### src/design/nds_pkg.sv
`default_nettype none
package nds_pkg;

  // stream widths in bits, padded to whole bytes
  localparam int IN_W  = 72;
  localparam int OUT_W = 24;

  // sequencer states
  localparam logic [4:0] ST_BOOT        = 5'd0;
  localparam logic [4:0] ST_SAFE_IDLE   = 5'd1;
  localparam logic [4:0] ST_MANUAL_IDLE = 5'd2;
  localparam logic [4:0] ST_AUTO_IDLE   = 5'd3;
  localparam logic [4:0] ST_READ        = 5'd4;
  localparam logic [4:0] ST_VALIDATE    = 5'd5;
  localparam logic [4:0] ST_CHECK_LEVEL = 5'd6;
  localparam logic [4:0] ST_FILL        = 5'd7;
  localparam logic [4:0] ST_EVAL_PH     = 5'd8;
  localparam logic [4:0] ST_DOSE_UP     = 5'd9;
  localparam logic [4:0] ST_DOSE_DOWN   = 5'd10;
  localparam logic [4:0] ST_RECIRC_PH   = 5'd11;
  localparam logic [4:0] ST_EVAL_TDS    = 5'd12;
  localparam logic [4:0] ST_DOSE_A      = 5'd13;
  localparam logic [4:0] ST_RECIRC_A    = 5'd14;
  localparam logic [4:0] ST_DOSE_B      = 5'd15;
  localparam logic [4:0] ST_RECIRC_B    = 5'd16;
  localparam logic [4:0] ST_WAIT_STAB   = 5'd17;
  localparam logic [4:0] ST_REMEASURE   = 5'd18;
  localparam logic [4:0] ST_LIGHT       = 5'd19;
  localparam logic [4:0] ST_VENT        = 5'd20;
  localparam logic [4:0] ST_SEND_STATUS = 5'd21;
  localparam logic [4:0] ST_ALARM       = 5'd22;
  localparam logic [4:0] ST_MAINT       = 5'd23;

  // operating modes
  localparam logic [1:0] MODE_MANUAL = 2'd0;
  localparam logic [1:0] MODE_AUTO   = 2'd1;
  localparam logic [1:0] MODE_MAINT  = 2'd2;
  localparam logic [1:0] MODE_RSVD   = 2'd3;

  // recheck kinds
  localparam logic [1:0] RECHECK_NONE = 2'd0;
  localparam logic [1:0] RECHECK_PH   = 2'd1;
  localparam logic [1:0] RECHECK_TDS  = 2'd2;

  // relay masks
  localparam logic [5:0] RLY_NONE    = 6'h00;
  localparam logic [5:0] RLY_PH_UP   = 6'h01;
  localparam logic [5:0] RLY_PH_DOWN = 6'h02;
  localparam logic [5:0] RLY_PUMP_A  = 6'h04;
  localparam logic [5:0] RLY_PUMP_B  = 6'h08;
  localparam logic [5:0] RLY_RECIRC  = 6'h10;
  localparam logic [5:0] RLY_WATER   = 6'h20;

  // alarm codes
  localparam logic [3:0] ALM_NONE      = 4'd0;
  localparam logic [3:0] ALM_RTC       = 4'd1;
  localparam logic [3:0] ALM_PH_SENSOR = 4'd3;
  localparam logic [3:0] ALM_TDS_SENSOR = 4'd4;
  localparam logic [3:0] ALM_FILL      = 4'd7;
  localparam logic [3:0] ALM_LIMIT     = 4'd8;
  localparam logic [3:0] ALM_STABILIZE = 4'd9;

  // sensor check codes
  localparam logic [2:0] CHK_OK       = 3'd0;
  localparam logic [2:0] CHK_LAST_BAD = 3'd5;

  // configuration register indexes
  localparam logic [2:0] CFG_PH_TARGET    = 3'd0;
  localparam logic [2:0] CFG_PH_TOL       = 3'd1;
  localparam logic [2:0] CFG_TDS_TARGET   = 3'd2;
  localparam logic [2:0] CFG_TDS_TOL      = 3'd3;
  localparam logic [2:0] CFG_MAX_CORR     = 3'd4;
  localparam logic [2:0] CFG_PH_DOSE      = 3'd5;
  localparam logic [2:0] CFG_NUTRIENT_DOSE = 3'd6;
  localparam logic [2:0] CFG_STABILIZE    = 3'd7;

  localparam logic [32:0] STAB_GRACE_MS = 33'd90000;

  typedef struct packed {
    logic [10:0] ph_target;
    logic [10:0] ph_tolerance;
    logic [13:0] tds_target;
    logic [13:0] tds_tolerance;
    logic [7:0]  max_corrections;
    logic [15:0] ph_dose_ms;
    logic [15:0] nutrient_dose_ms;
    logic [31:0] stabilize_ms;
  } cfg_t;

  typedef struct packed {
    logic [31:0] now_ms;
    logic [1:0]  mode;
    logic        startup_lock;
    logic        alarm_active;
    logic        rtc_ok;
    logic [2:0]  sensor_check;
    logic [10:0] ph_value;
    logic        ph_ok;
    logic [13:0] tds_value;
    logic        tds_ok;
    logic        level_min;
    logic        level_max;
  } in_item_t;

  typedef struct packed {
    logic [4:0] state_code;
    logic [5:0] relays;
    logic [3:0] alarm_raise;
    logic       low_level_notice;
    logic       poll_request;
    logic       status_request;
  } out_item_t;

  typedef struct packed {
    logic [4:0]  seq_state;
    logic [31:0] entered_at;
    logic [31:0] action_time;
    logic [7:0]  ph_attempts;
    logic [7:0]  tds_attempts;
    logic [1:0]  recheck_kind;
    logic [5:0]  relay_bits;
    logic [1:0]  prior_mode;
  } seq_t;

endpackage
`default_nettype wire

### src/design/nutrient_dosing_sequencer_top.sv
// Nutrient dosing sequencer. Every input item is one tick (time, mode, alarm flag and a
// sensor snapshot) and yields exactly one result item: the sequencer state after the
// tick, the six relay states, an alarm code raised on that tick and three request
// pulses. An item is registered in the input register on acceptance, and its result is
// registered in the output register once the output may advance. One item per clock is
// sustained while the output is not stalled; the state update for a tick is a single
// pass of compares and selects. A stalled output holds its result while the next item
// waits in the input register. Configuration writes take effect on the next processed
// tick and should be issued only while idle.
`default_nettype none
module nutrient_dosing_sequencer_top
  import nds_pkg::*;
#(
  parameter int unsigned RECIRC_MS       = 30000,
  parameter int unsigned FILL_TIMEOUT_MS = 300000,
  parameter int unsigned DOSE_TIMEOUT_MS = 10000
) (
  input  wire logic             clk,
  input  wire logic             rst,
  input  wire logic             s_axis_tvalid,
  output logic                  s_axis_tready,
  // now_ms[31:0], mode[33:32], startup_lock[34], alarm_active[35], rtc_ok[36],
  // sensor_check[39:37], ph_value[50:40], ph_ok[51], tds_value[65:52], tds_ok[66],
  // level_min[67], level_max[68], zero fill above
  input  wire logic [IN_W-1:0]  s_axis_tdata,
  output logic                  m_axis_tvalid,
  input  wire logic             m_axis_tready,
  // state_code[4:0], ph_up_on[5], ph_down_on[6], pump_a_on[7], pump_b_on[8],
  // recirc_on[9], water_in_on[10], alarm_raise[14:11], low_level_notice[15],
  // poll_request[16], status_request[17], zero fill above
  output logic [OUT_W-1:0]      m_axis_tdata,
  input  wire logic             cfg_valid,
  output logic                  cfg_ready,
  input  wire logic [2:0]       cfg_index,
  input  wire logic [31:0]      cfg_data
);

  cfg_t      cfg;
  in_item_t  in_reg;
  logic      in_valid;
  seq_t      seq;
  seq_t      seq_next;
  out_item_t res_next;
  out_item_t out_reg;
  logic      advance;

  assign cfg_ready = !rst;

  nds_cfg u_cfg (
    .clk      (clk),
    .rst      (rst),
    .wr_en    (cfg_valid && cfg_ready),
    .wr_index (cfg_index),
    .wr_data  (cfg_data),
    .cfg      (cfg)
  );

  assign advance       = !m_axis_tvalid || m_axis_tready;
  assign s_axis_tready = !rst && (!in_valid || advance);

  always_ff @(posedge clk) begin
    if (rst) begin
      in_valid <= 1'b0;
    end else if (s_axis_tready) begin
      in_valid <= s_axis_tvalid;
    end
  end

  always_ff @(posedge clk) begin
    if (s_axis_tready && s_axis_tvalid) begin
      in_reg.now_ms       <= s_axis_tdata[31:0];
      in_reg.mode         <= s_axis_tdata[33:32];
      in_reg.startup_lock <= s_axis_tdata[34];
      in_reg.alarm_active <= s_axis_tdata[35];
      in_reg.rtc_ok       <= s_axis_tdata[36];
      in_reg.sensor_check <= s_axis_tdata[39:37];
      in_reg.ph_value     <= s_axis_tdata[50:40];
      in_reg.ph_ok        <= s_axis_tdata[51];
      in_reg.tds_value    <= s_axis_tdata[65:52];
      in_reg.tds_ok       <= s_axis_tdata[66];
      in_reg.level_min    <= s_axis_tdata[67];
      in_reg.level_max    <= s_axis_tdata[68];
    end
  end

  nds_step #(
    .RECIRC_MS       (RECIRC_MS),
    .FILL_TIMEOUT_MS (FILL_TIMEOUT_MS),
    .DOSE_TIMEOUT_MS (DOSE_TIMEOUT_MS)
  ) u_step (
    .cur  (seq),
    .item (in_reg),
    .cfg  (cfg),
    .nxt  (seq_next),
    .res  (res_next)
  );

  // sequencer state commits together with the result register
  always_ff @(posedge clk) begin
    if (rst) begin
      seq.seq_state    <= ST_MAINT;
      seq.entered_at   <= '0;
      seq.action_time  <= '0;
      seq.ph_attempts  <= '0;
      seq.tds_attempts <= '0;
      seq.recheck_kind <= RECHECK_NONE;
      seq.relay_bits   <= RLY_NONE;
      seq.prior_mode   <= MODE_MAINT;
      m_axis_tvalid    <= 1'b0;
    end else if (advance) begin
      m_axis_tvalid <= in_valid;
      if (in_valid) seq <= seq_next;
    end
  end

  always_ff @(posedge clk) begin
    if (advance && in_valid) out_reg <= res_next;
  end

  assign m_axis_tdata = {6'd0, out_reg.status_request, out_reg.poll_request,
                         out_reg.low_level_notice, out_reg.alarm_raise,
                         out_reg.relays, out_reg.state_code};

endmodule
`default_nettype wire

### src/design/nds_cfg.sv
`default_nettype none
module nds_cfg
  import nds_pkg::*;
(
  input  wire logic        clk,
  input  wire logic        rst,
  input  wire logic        wr_en,
  input  wire logic [2:0]  wr_index,
  input  wire logic [31:0] wr_data,
  output cfg_t             cfg
);

  always_ff @(posedge clk) begin
    if (rst) begin
      cfg.ph_target        <= 11'd600;
      cfg.ph_tolerance     <= 11'd30;
      cfg.tds_target       <= 14'd800;
      cfg.tds_tolerance    <= 14'd50;
      cfg.max_corrections  <= 8'd3;
      cfg.ph_dose_ms       <= 16'd1000;
      cfg.nutrient_dose_ms <= 16'd1000;
      cfg.stabilize_ms     <= 32'd60000;
    end else if (wr_en) begin
      unique case (wr_index)
        CFG_PH_TARGET:     cfg.ph_target        <= wr_data[10:0];
        CFG_PH_TOL:        cfg.ph_tolerance     <= wr_data[10:0];
        CFG_TDS_TARGET:    cfg.tds_target       <= wr_data[13:0];
        CFG_TDS_TOL:       cfg.tds_tolerance    <= wr_data[13:0];
        CFG_MAX_CORR:      cfg.max_corrections  <= wr_data[7:0];
        CFG_PH_DOSE:       cfg.ph_dose_ms       <= wr_data[15:0];
        CFG_NUTRIENT_DOSE: cfg.nutrient_dose_ms <= wr_data[15:0];
        CFG_STABILIZE:     cfg.stabilize_ms     <= wr_data;
        default: ;
      endcase
    end
  end

endmodule
`default_nettype wire

### src/design/nds_step.sv
`default_nettype none
module nds_step
  import nds_pkg::*;
#(
  parameter int unsigned RECIRC_MS       = 30000,
  parameter int unsigned FILL_TIMEOUT_MS = 300000,
  parameter int unsigned DOSE_TIMEOUT_MS = 10000
) (
  input  wire seq_t     cur,
  input  wire in_item_t item,
  input  wire cfg_t     cfg,
  output seq_t          nxt,
  output out_item_t     res
);

  localparam logic [31:0] RECIRC_T = 32'(RECIRC_MS);
  localparam logic [31:0] FILL_T   = 32'(FILL_TIMEOUT_MS);
  localparam logic [31:0] DOSE_T   = 32'(DOSE_TIMEOUT_MS);

  logic [1:0]  mode;
  logic [4:0]  mid_state;
  logic [31:0] mid_entered;
  logic [31:0] elapsed;
  logic        expired;
  logic        timed_out;
  logic        ph_low;
  logic        ph_high;
  logic        tds_low;
  logic        stab_over;
  logic        sensor_bad;
  logic [3:0]  alarm_code;
  logic        notice;
  logic        poll;
  logic        status;

  // threshold tests without signed subtraction
  assign ph_low  = ({1'b0, item.ph_value} + {1'b0, cfg.ph_tolerance}) < {1'b0, cfg.ph_target};
  assign ph_high = {1'b0, item.ph_value} > ({1'b0, cfg.ph_target} + {1'b0, cfg.ph_tolerance});
  assign tds_low = ({1'b0, item.tds_value} + {1'b0, cfg.tds_tolerance})
                   < {1'b0, cfg.tds_target};
  assign sensor_bad = (item.sensor_check != CHK_OK) && (item.sensor_check <= CHK_LAST_BAD);

  always_comb begin
    mode = (item.mode == MODE_RSVD) ? MODE_MANUAL : item.mode;
    nxt = cur;
    alarm_code = ALM_NONE;
    notice = 1'b0;
    poll = 1'b0;
    status = 1'b0;

    // mode change comes first
    if (mode != cur.prior_mode) begin
      nxt.prior_mode = mode;
      if (mode != MODE_AUTO) begin
        nxt.ph_attempts = '0;
        nxt.tds_attempts = '0;
      end
      if (mode == MODE_MAINT) begin
        nxt.relay_bits = RLY_NONE;
        nxt.seq_state = ST_MAINT;
      end else if (mode == MODE_AUTO) begin
        nxt.seq_state = ST_READ;
      end else begin
        nxt.seq_state = item.startup_lock ? ST_SAFE_IDLE : ST_MANUAL_IDLE;
      end
      if (nxt.seq_state != cur.seq_state) nxt.entered_at = item.now_ms;
    end

    mid_state   = nxt.seq_state;
    mid_entered = nxt.entered_at;
    elapsed     = item.now_ms - mid_entered;
    expired     = elapsed >= cur.action_time;
    timed_out   = expired || (elapsed >= DOSE_T);
    stab_over   = {1'b0, elapsed} > ({1'b0, cfg.stabilize_ms} + STAB_GRACE_MS);

    if (item.alarm_active) begin
      nxt.seq_state = ST_ALARM;
    end else if (mode == MODE_MAINT) begin
      nxt.seq_state = ST_MAINT;
    end else if (mode == MODE_MANUAL) begin
      nxt.seq_state = item.startup_lock ? ST_SAFE_IDLE : ST_MANUAL_IDLE;
    end else begin
      unique case (mid_state)
        ST_BOOT, ST_SAFE_IDLE, ST_MANUAL_IDLE, ST_AUTO_IDLE: begin
          nxt.seq_state = ST_READ;
        end
        ST_READ: begin
          poll = 1'b1;
          nxt.seq_state = ST_VALIDATE;
        end
        ST_VALIDATE: begin
          if (!item.rtc_ok) begin
            alarm_code = ALM_RTC;
            nxt.seq_state = ST_ALARM;
          end else if (sensor_bad) begin
            alarm_code = {1'b0, item.sensor_check} + 4'd1;
            nxt.seq_state = ST_ALARM;
          end else begin
            nxt.seq_state = ST_CHECK_LEVEL;
          end
        end
        ST_CHECK_LEVEL: begin
          if (item.level_min && !item.level_max) begin
            notice = 1'b1;
            nxt.recheck_kind = RECHECK_PH;
            nxt.relay_bits = RLY_WATER;
            nxt.action_time = FILL_T;
            nxt.seq_state = ST_FILL;
          end else begin
            nxt.seq_state = ST_EVAL_PH;
          end
        end
        ST_FILL: begin
          if (item.level_max) begin
            nxt.relay_bits = cur.relay_bits & ~RLY_WATER;
            nxt.recheck_kind = RECHECK_PH;
            nxt.seq_state = ST_WAIT_STAB;
          end else if (expired) begin
            nxt.relay_bits = cur.relay_bits & ~RLY_WATER;
            alarm_code = ALM_FILL;
            nxt.seq_state = ST_ALARM;
          end
        end
        ST_EVAL_PH: begin
          if (!item.ph_ok) begin
            alarm_code = ALM_PH_SENSOR;
            nxt.seq_state = ST_ALARM;
          end else if (ph_low || ph_high) begin
            if (nxt.ph_attempts >= cfg.max_corrections) begin
              alarm_code = ALM_LIMIT;
              nxt.seq_state = ST_ALARM;
            end else begin
              nxt.ph_attempts = nxt.ph_attempts + 8'd1;
              nxt.recheck_kind = RECHECK_PH;
              nxt.action_time = {16'd0, cfg.ph_dose_ms};
              nxt.relay_bits = ph_low ? RLY_PH_UP : RLY_PH_DOWN;
              nxt.seq_state = ph_low ? ST_DOSE_UP : ST_DOSE_DOWN;
            end
          end else begin
            nxt.ph_attempts = '0;
            nxt.seq_state = ST_EVAL_TDS;
          end
        end
        ST_DOSE_UP, ST_DOSE_DOWN: begin
          if (timed_out) begin
            nxt.relay_bits = RLY_RECIRC;
            nxt.action_time = RECIRC_T;
            nxt.seq_state = ST_RECIRC_PH;
          end
        end
        ST_RECIRC_PH, ST_RECIRC_B: begin
          if (expired) begin
            nxt.relay_bits = cur.relay_bits & ~RLY_RECIRC;
            nxt.seq_state = ST_WAIT_STAB;
          end
        end
        ST_EVAL_TDS: begin
          if (!item.tds_ok) begin
            alarm_code = ALM_TDS_SENSOR;
            nxt.seq_state = ST_ALARM;
          end else if (tds_low) begin
            if (nxt.tds_attempts >= cfg.max_corrections) begin
              alarm_code = ALM_LIMIT;
              nxt.seq_state = ST_ALARM;
            end else begin
              nxt.tds_attempts = nxt.tds_attempts + 8'd1;
              nxt.recheck_kind = RECHECK_TDS;
              nxt.action_time = {16'd0, cfg.nutrient_dose_ms};
              nxt.relay_bits = RLY_PUMP_A;
              nxt.seq_state = ST_DOSE_A;
            end
          end else begin
            nxt.tds_attempts = '0;
            nxt.seq_state = ST_LIGHT;
          end
        end
        ST_DOSE_A: begin
          if (timed_out) begin
            nxt.relay_bits = RLY_RECIRC;
            nxt.action_time = RECIRC_T;
            nxt.seq_state = ST_RECIRC_A;
          end
        end
        ST_RECIRC_A: begin
          if (expired) begin
            nxt.relay_bits = RLY_PUMP_B;
            nxt.action_time = {16'd0, cfg.nutrient_dose_ms};
            nxt.seq_state = ST_DOSE_B;
          end
        end
        ST_DOSE_B: begin
          if (timed_out) begin
            nxt.relay_bits = RLY_RECIRC;
            nxt.action_time = RECIRC_T;
            nxt.seq_state = ST_RECIRC_B;
          end
        end
        ST_WAIT_STAB: begin
          if (stab_over) begin
            alarm_code = ALM_STABILIZE;
            nxt.seq_state = ST_ALARM;
          end else if (elapsed >= cfg.stabilize_ms) begin
            nxt.seq_state = ST_REMEASURE;
          end
        end
        ST_REMEASURE: begin
          poll = 1'b1;
          nxt.seq_state = (cur.recheck_kind == RECHECK_PH) ? ST_EVAL_PH : ST_EVAL_TDS;
        end
        ST_LIGHT: nxt.seq_state = ST_VENT;
        ST_VENT:  nxt.seq_state = ST_SEND_STATUS;
        ST_SEND_STATUS: begin
          status = 1'b1;
          nxt.recheck_kind = RECHECK_NONE;
          nxt.seq_state = ST_AUTO_IDLE;
        end
        default: ;
      endcase
    end

    // entry time moves only on a real state change
    if (nxt.seq_state != mid_state) nxt.entered_at = item.now_ms;

    res.state_code       = nxt.seq_state;
    res.relays           = nxt.relay_bits;
    res.alarm_raise      = alarm_code;
    res.low_level_notice = notice;
    res.poll_request     = poll;
    res.status_request   = status;
  end

endmodule
`default_nettype wire

### config.mk
export PLATFORM = sky130hd
export DESIGN_NAME = nutrient_dosing_sequencer_top
export DESIGN_NICKNAME = d
export VERILOG_FILES = /design/src/design/nds_pkg.sv /design/src/design/nutrient_dosing_sequencer_top.sv /design/src/design/nds_cfg.sv /design/src/design/nds_step.sv
export SDC_FILE = /design/constraint.sdc
export NUM_CORES = 1
export LEC_CHECK = 0
export BUFFER_PORTS_ARGS = -buffer_cell sky130_fd_sc_hd__buf_2
export CELL_PAD_IN_SITES_DETAIL_PLACEMENT = 0
export CELL_PAD_IN_SITES_GLOBAL_PLACEMENT = 1
export CORE_UTILIZATION = 45
export CTS_CLUSTER_DIAMETER = 30
export DETAILED_ROUTE_END_ITERATION = 8
export GPL_TIMING_DRIVEN = 0
export PLACE_DENSITY_LB_ADDON = 0.1
export SETUP_SLACK_MARGIN = 0.5
export SYNTH_ARGS = -nofsm -noshare
export SYNTH_HDL_FRONTEND = slang
export SYNTH_SLANG_ARGS = --single-unit
export TNS_END_PERCENT = 10
### constraint.sdc
create_clock -name clk -period 19.4 [get_ports clk]
set_clock_uncertainty 0.2 [all_clocks]
set_input_delay 1.94 -clock clk [delete_from_list [all_inputs] [get_ports clk]]
set_output_delay 1.94 -clock clk [all_outputs]
set_load 0.005 [all_outputs]
# [Yosys cells after proc, flatten, opt, wreduce, memory -nomap -nowiden]
# Cells that the tools add are included.
[word_totals] elab_cells=227 register_bits=306 inputBits=112 output_inout_bits=27
[classes] reduce_logical=39 n_addsub=8 n_mux=84 bitwise=4 n_eq_ne=46 order_cmp=10
[op_table] cell="32-bit two-way mux" n=9
[op_table] cell="32-bit one-hot mux with 5 select lines" n=1
[op_table] cell="5-bit two-way mux" n=23
[op_table] cell="5-bit one-hot mux with 17 select lines" n=1
[op_table] cell="40-bit two-way mux" n=2
[op_table] cell="8-bit two-way mux" n=10
[op_table] cell="24-bit two-way mux" n=3
[op_table] cell="32-bit >= comparator" n=2
[op_table] cell="16-bit two-way mux" n=4
[op_table] cell="4-bit two-way mux" n=11
[op_table] cell="6-bit one-hot mux with 7 select lines" n=1
[op_table] cell="5-bit by 4-bit == test with 1-bit output, second input constant" n=8
[op_table] cell="37-bit two-way mux" n=1
[op_table] cell="6-bit two-way mux" n=6
[op_table] cell="32-bit by 17-bit adder with 33-bit output, second input constant" n=1
[op_table] cell="32-bit by 33-bit greater-than comparator with 1-bit output" n=1
[op_table] cell="32-bit by 14-bit >= comparator with 1-bit output, second input constant" n=1
[op_table] cell="32-bit subtractor" n=1
[op_table] cell="5-bit == test, second input constant" n=6
[op_table] cell="11-bit by 11-bit adder with 12-bit output" n=2
[op_table] cell="5-bit by 3-bit == test with 1-bit output, second input constant" n=4
[op_table] cell="4-bit one-hot mux with 5 select lines" n=1
[op_table] cell="2-bit AND reduction" n=9
[op_table] cell="8-bit by 1-bit adder with 8-bit output, second input constant" n=2
[op_table] cell="37 further kinds" n=81

# [Logic depth before layout (Yosys ltp)]
# Gate-level depths: netlist of the first run.
[logic_depth] ltp_word=19 ltp_mapped=39 depth_no_buf=36

# [Hierarchy]
# A second synthesis of the first run with hierarchy kept.
[hier_totals] cells_unflattened=2678 hier_area_um2=22888.2
[modules_own_cells] module="nds_step" cells_per_inst=1698 area_per_inst_um2=11446.0 n_inst=1 seq_area_each_um2=0.0
[modules_own_cells] module="nutrient_dosing_sequencer_top" cells_per_inst=517 area_per_inst_um2=6532.5 n_inst=1 seq_area_each_um2=4554.4
[modules_own_cells] module="nds_cfg" cells_per_inst=463 area_per_inst_um2=4909.7 n_inst=1 seq_area_each_um2=2442.3

# [Worst setup path after synthesis of the first run]
# OpenSTA, ideal clock, no wires.
[synth_path] kind="flip-flop to flip-flop" from="register in_reg[35] in the netlist's numbering" to="register seq[61] in the netlist's numbering" synth_period_minus_slack_ps=8202 arrival_time_ps=7880 t_required_ps=19078 setup_slack_ps=11198 setup_time_ps=122 n_path_buf=5 path_stages_with_launch=38 path_cell_list="edfxtp_1 inv_1 ha_1 buf_2 and2_1 o21ai_2 a21oi_2 nor2_1 clkbuf_1 mux2i_1 ha_1 clkbuf_1 and3_1 clkbuf_1 nand3_1 a211o_1 a2111o_1 and3_1 (+2 left out) nor2b_1 inv_1 ha_1 nand2_1 nor2_1 nand4_1 nor3_1 nand4_1 a211o_1 a2111o_1 nand4_1 a31o_2 nor2_1 nand4bb_1 nor4_4 buf_4 nor2_1 a311o_1"
[synth_between] elab_chain_cells=19 elab_cells_between_ends=69 cone_classes="1 x add/sub; 6 x order compare; 28 x eq/ne; 28 x mux; 6 x reduce/logical"
[synth_lines] element="start, declared" line_no="nutrient_dosing_sequencer_top.sv:39" rtl="in_item_t in_reg;"
[synth_lines] element="2-bit == test *" line_no="nds_step.sv:44" rtl="mode = (item.mode == MODE_RSVD) ? MODE_MANUAL : item.mode;"
[synth_lines] element="2-bit two-way mux *" line_no="nds_step.sv:44"
[synth_lines] element="named net u_step.mode[1]" line_no="nds_step.sv:20" rtl="logic [1:0] mode;"
[synth_lines] element="2-bit by 1-bit == test with 1-bit output" line_no="nds_step.sv:61" rtl="end else if (mode == MODE_AUTO) begin"
[synth_lines] element="5-bit two-way mux" line_no="nds_step.sv:61"
[synth_lines] element="5-bit two-way mux" line_no="nds_step.sv:58" rtl="if (mode == MODE_MAINT) begin"
[synth_lines] element="5-bit two-way mux" line_no="nds_step.sv:52" rtl="if (mode != cur.prior_mode) begin"
[synth_lines] element="5-bit inequality test" line_no="nds_step.sv:66" rtl="if (nxt.seq_state != cur.seq_state) nxt.entered_at = item.now_ms;"
[synth_lines] element="(+4 left out)"
[synth_lines] element="5-bit two-way mux (tied with other cells)" line_no="nds_step.sv:202" rtl="end else if (elapsed >= cfg.stabilize_ms) begin"
[synth_lines] element="5-bit two-way mux, on equally long branches"
[synth_lines] element="5-bit one-hot mux with 17 select lines" line_no="nds_step.sv:83" rtl="unique case (mid_state)"
[synth_lines] element="5-bit two-way mux" line_no="nds_step.sv:80" rtl="end else if (mode == MODE_MANUAL) begin"
[synth_lines] element="5-bit two-way mux" line_no="nds_step.sv:78" rtl="end else if (mode == MODE_MAINT) begin"
[synth_lines] element="5-bit two-way mux" line_no="nds_step.sv:76" rtl="if (item.alarm_active) begin"
[synth_lines] element="5-bit inequality test" line_no="nds_step.sv:222" rtl="if (nxt.seq_state != mid_state) nxt.entered_at = item.now_ms;"
[synth_lines] element="32-bit two-way mux *" line_no="nds_step.sv:222"
[synth_lines] element="end signal, assigned" line_no="nutrient_dosing_sequencer_top.sv:112" rtl="if (in_valid) seq <= seq_next;"
[synth_lines] element="end, declared" line_no="nutrient_dosing_sequencer_top.sv:41" rtl="seq_t seq;"
# Mark *: on every way through the listed nets, which the timed path passes. The rest lies on a longest branch. The select of a mux whose other input is x is not followed.
# A chain may end at the register's enable or synchronous reset.

# [Worst setup path after layout of the first run]
[layout_path] from="register in_reg[36] in the netlist's numbering" to="register seq[82] in the netlist's numbering"
# The elaborated chain is that of the path after synthesis.

==> results of run 1 <==
[worst paths after layout]
check	startpoint	endpoint	slack, ns	depth (start not counted)
worst max-delay path	in_reg[36]$_DFFE_PP_	seq[82]$_SDFFE_PP0P_	7.95	33
worst min-delay path	u_cfg.cfg[62]$_SDFFE_PP0P_	u_cfg.cfg[62]$_SDFFE_PP0P_	0.25	2
worst max register to register	in_reg[36]$_DFFE_PP_	seq[82]$_SDFFE_PP0P_	7.95	33
worst min register to register	u_cfg.cfg[62]$_SDFFE_PP0P_	u_cfg.cfg[62]$_SDFFE_PP0P_	0.25	2
[layout by cell type (no fill, tap or decap), types with 54 or more instances in the layout]
| cell type | netlist | final |
|---|---|---|
| nor2_1 | 200 | 200 |
| xnor2_1 | 68 | 68 |
| clkbuf_16 | 0 | 80 |
| dfxtp_1 | 204 | 204 |
| nor2b_1 | 65 | 65 |
| nor3_1 | 56 | 56 |
| ha_1 | 193 | 193 |
| buf_2 | 9 | 130 |
| edfxtp_1 | 87 | 87 |
| a21oi_1 | 227 | 227 |
| mux2i_1 | 66 | 66 |
| o21ai_0 | 131 | 131 |
| clkbuf_1 | 109 | 117 |
| nand3_1 | 120 | 120 |
| a21o_1 | 54 | 54 |
| nand2_1 | 397 | 397 |
| inv_1 | 135 | 135 |
[metal layers]
layer | up-vias | part of all wire | GRT usage
met5 | - | 0.00012 | 0
li1 | 9947 | - | -
met1 | 9858 | 0.43 | 0.3832
met2 | 685 | 0.48 | 0.5256
met3 | 159 | 0.053 | 0.04990
met4 | 2 | 0.035 | 0.1222
[stage by stage]
stage / cell area, um2 / setup WS [ns] / util / hold slack (ns) / total power [mW]
floorplan: 21190 / 11.20 / - / 0.2360 / 1.028
global placement: 22560 / 8.286 / 0.4856 / 0.2432 / 1.186
detailed placement: 22580 / 8.234 / 0.4861 / 0.2462 / 1.196
CTS: 25400 / 8.116 / 0.5468 / 0.2519 / 2.556
global route: 25400 / 7.262 / 0.5468 / 0.2674 / 2.652
finish: 25400 / 7.945 / 0.5468 / 0.2524 / 2.547
[final cells by class]
cell class	count	area (um2)	share of cell area
inverter	136	510.5	0.02010
tap	607	759.5	0.02990
sequential	291	6696	0.2636
timing repair buffer	122	625.6	0.02463
buffer	133	545.5	0.02148
multi-input combinational	2082	13440	0.5293
clock buffer	98	2160	0.08502
clock inverter	49	659.4	0.02596
[critical path: cells and delay by family, from the launching register on]
kind            cells  cell delay (ns)
compound gates     14             4.60
xor+xnor            2             0.97
fa+ha+maj           3             0.94
buf+inv             4             1.65
flops               1             0.39
mux                 1             0.19
simple gates        9             2.34
[power breakdown]
part	switching (mW)	internal (mW)	total (mW)
Combinational	0.341	0.189	0.531
Sequential	0.0150	0.651	0.666
Clock	0.423	0.927	1.35
[cells by family after synthesis]
| family | share of synthesized area |
|---|---|
| compound gates | 0.2178 |
| xor+xnor | 0.03681 |
| fa+ha+maj | 0.1174 |
| buf+inv | 0.04981 |
| flops | 0.3163 |
| mux | 0.03173 |
| other cells | 0.0001771 |
| simple gates | 0.2301 |
==> out/metrics.cfg, run 1 <==
[floorplanning]
initial_core_util=0.4558
die_h_um=218.9
num_io_pins=139
die_area_um2=47930
coreArea_um2=46460
die_width_um=218.9
num_rows=79

[route]
routedWlPerCell_um=21.08
drc_errors=0
drt_wl_total_um=74170
drt-vias-per-instance=5.870
drtIter0Drc=1522
ant_nets=0
first_pass_iters=7
vias=20650

[synthesis]
synthTopCellsByArea=dfxtp_1 19%, edfxtp_1 12%, ha_1 11%, nand2_1 7.0%, a21oi_1 5.4%
synth.avg_cell_area_um2=8.030
yosys_warnings=0
synth_edf_count=87
synth_top_area_frac=0.1929
ys_ff_latch=291
synth_commonest_cells=397 x nand2_1, 227 x a21oi_1, 204 x dfxtp_1
syn_area_um2=21170
synth_top_area_cell=dfxtp_1
async_flop_share=0
synthDistinctLibCells=91
ys.flop_type=dfxtp_1
synth_most_common_cell=nand2_1
synth_cells=2637
seq_area_frac_synth=0.3163

[sta]
setup_viol=0
hold_viol_final=0
report.final.slew_viol_count=0
final.period_utilization=0.5904
post-route-min-period_ns=11.45
setup_tns_ns=0
slew_headroom=0.02585
rsz0062_at_grt=false
fmax_mhz=87.30
tightest_slew_ns=1.450

[critical_path]
end_kind=flop
slowest_delay_ns=0.95
cp-start-kind=flop
cpMostUsedCell=nor2_1
worst-setup-path-type=flop to flop
crit_slowest_cell=nor2_1
crit_fanout=10
arrival_ns=11.72
worstPathRequired_ns=19.67

[job]
drv_cap=0

[placement]
io_buffer_count=121
dp_hpwl_um=56760
place.gp.congestion=0.9483
place_inst=3371

[final_layout]
largest_register_ff_count=122
nNetsFinal=3153
final_cells=3518
syn_to_final_growth_pct=19.96
num_antenna_cells=0
fillers=4409
drive_above_1_share=0.1086

[clock_tree]
clk_latency_ns=0.63
post_cts_buffers=0
cts_tree=built
ctsResizeCount=0
numCtsBuffers=79
cts_root_buf=clkbuf_16
cts.reportedPaths.clkPinSlew_ns=0.05
cts_max_level=3
clock_path_buffers=3
cts_sinks=291
cts-hold-fix-buffers=0

[min_path]
hp-class=flop to flop

[global_route]
grt_pass1_vias=20070
grt-ovfl-total=0
grt_usage=0.3072
grt_pass1_wl_um=113800
grt_max_degree=38
antenna_found_initial=1

[pwr]
vdd_drop_max_mv=0.08846
p_per_area_nw_per_um2=100.3
power.leakage_nw=10.35

[run_status]
outcome=complete, no violations

Power figures use the tool's default switching activity.
==> run 2, diff against run 1 <==
--- a/config.mk
+++ b/config.mk
@@ -8,7 +8,7 @@
 export BUFFER_PORTS_ARGS = -buffer_cell sky130_fd_sc_hd__buf_2
 export CELL_PAD_IN_SITES_DETAIL_PLACEMENT = 0
 export CELL_PAD_IN_SITES_GLOBAL_PLACEMENT = 1
-export CORE_UTILIZATION = 45
+export CORE_UTILIZATION = 42
 export CTS_CLUSTER_DIAMETER = 30
 export DETAILED_ROUTE_END_ITERATION = 8
 export GPL_TIMING_DRIVEN = 0
==> constraint.sdc (replaced) <==
create_clock -name clk -period 10.49 [get_ports clk]
set_clock_uncertainty 0.2 [all_clocks]
set_input_delay 1.049 -clock clk [delete_from_list [all_inputs] [get_ports clk]]
set_output_delay 1.049 -clock clk [all_outputs]
set_load 0.005 [all_outputs]
==> out/metrics.cfg, run 2 (synthesis results as in run 1) <==
[run_status]
outcome=complete, no violations

[placement]
place.gp.congestion=0.9386
dp_slack_ns=-1.076
dp_hpwl_um=57740
place_inst=3428
post_dp_cell_area_um2=22650
io_buffer_count=121

[final_layout]
drive_above_1_share=0.1224
final_area_um2=26010
largest_register_ff_count=122
num_antenna_cells=0
nNetsFinal=3173
final_common_cell=nand2_1
fillers=4735
final_cells=3596
syn_to_final_growth_pct=22.85
final_util=0.5270
final_cell_mix=396 x nand2_1, 227 x a21oi_1, 204 x dfxtp_1

[clock_tree]
cts.reportedPaths.clkPinSlew_ns=0.05
cts_max_level=3
clk_latency_ns=0.63
numCtsBuffers=81
cts_root_buf=clkbuf_16
cts_sinks=291
cts_tree=built
clock_path_buffers=3

[sta]
setup_ws_ns=1.007
setup_tns_ns=0
rsz0062_at_grt=false
report.final.slew_viol_count=0
fmax_mhz=105.5
post-route-min-period_ns=9.483
setup_viol=0
tightest_slew_ns=1.437
final.period_utilization=0.9040
fin_hold_ws_ns=0.2537
slew_headroom=0.03474
hold_viol_final=0

[global_route]
grt_pass1_vias=20160
grt_usage=0.2940
grt_pass1_wl_um=115800
antenna_found_initial=1
grt_max_degree=38
grt-ovfl-total=0

[critical_path]
crit_slowest_cell=a2111o_1
cp-start-kind=flop
rrSetupSlack_ns=1.01
path_buf_inv=10
worstPathRequired_ns=10.78
crit_family=simple AND/OR/NAND/NOR gates
worst-setup-path-type=flop to flop
slowest_delay_ns=0.42
arrival_ns=9.78
crit_fanout=10
end_kind=flop

[floorplanning]
die_area_um2=51320
die_h_um=226.5
num_rows=81
num_io_pins=139
die_width_um=226.5
initial_core_util=0.4290
coreArea_um2=49360

[route]
drtIter0Drc=1443
routedWlPerCell_um=20.92
vias=20690
drt-vias-per-instance=5.753
first_pass_iters=6
drt_wl_total_um=75250
drc_errors=0
ant_nets=0

[pwr]
power.leakage_nw=10.60
vdd_drop_max_mv=0.1328
p_per_area_nw_per_um2=191.9
power_mw=4.991

[job]
drv_cap=0

[min_path]
hp-class=flop to flop

==> run 2: changes by cell type in the layout (fill, tap and decap cells not counted), sizes merged <==
cell      delta
clkbuf       -7
bufinv       +8
inv          +2
buf         +20
clkinvlp     +2
clkinv       -4
==> run 2: path summary, 6_finish.rpt <==
path | from | to | depth (start not counted)
hold reg to reg | u_cfg.cfg[89]$_SDFFE_PP0P_ | u_cfg.cfg[89]$_SDFFE_PP0P_ | 2
setup reg to reg | in_reg[35]$_DFFE_PP_ | seq[68]$_SDFFE_PP0P_ | 39
setup / recovery | in_reg[35]$_DFFE_PP_ | seq[68]$_SDFFE_PP0P_ | 39
hold / removal | u_cfg.cfg[89]$_SDFFE_PP0P_ | u_cfg.cfg[89]$_SDFFE_PP0P_ | 2
==> run 2: layout make-up <==
| cell class | count | area (um2) | area share |
|---|---|---|---|
| Timing Repair Buffer | 140 | 773.2 | 0.02973 |
| Inverter | 136 | 510.5 | 0.01962 |
| Multi-Input combinational cell | 2082 | 13570 | 0.5217 |
| Clock buffer | 93 | 2163 | 0.08316 |
| Sequential cell | 291 | 6696 | 0.2574 |
| Clock inverter | 57 | 912.1 | 0.03507 |
| Buffer | 133 | 554.3 | 0.02131 |
| Tap cell | 664 | 830.8 | 0.03194 |
==> run 2: per-layer routing <==
layer	track usage	wire (um)
met1	0.3729	32780
met3	0.04147	3702
met2	0.5123	36650
met4	0.09089	2107
met5	0	0
==> run 2: power by group <==
part / internal, mW / leakage (nW) / switching (mW)
sequential: 1.20 / 2.47 / 0.0277
combinational: 0.366 / 6.66 / 0.647
clock: 1.93 / 1.48 / 0.815
==> run 2: repair_timing <==
item | CTS | global route
gates resized for setup | 14 | 18
endpoints found under the setup margin | 58 | 45
setup buffers | 4 | 14
endpoints found under the hold margin | 0 | 0
hold buffers | 0 | 0
pin swaps | 2 | 7
==> run 2: worst reg2reg max path: cells and delay by family (launching register included) <==
kind | cells | cell delay (ns)
buffers and inverters | 10 | 2.04
muxes | 1 | 0.18
AOI/OAI and AO/OA | 8 | 2.57
xor gates and xnor gates | 1 | 0.18
adders and majority gates | 3 | 0.94
and+or+nand+nor | 16 | 2.89
DFF | 1 | 0.38
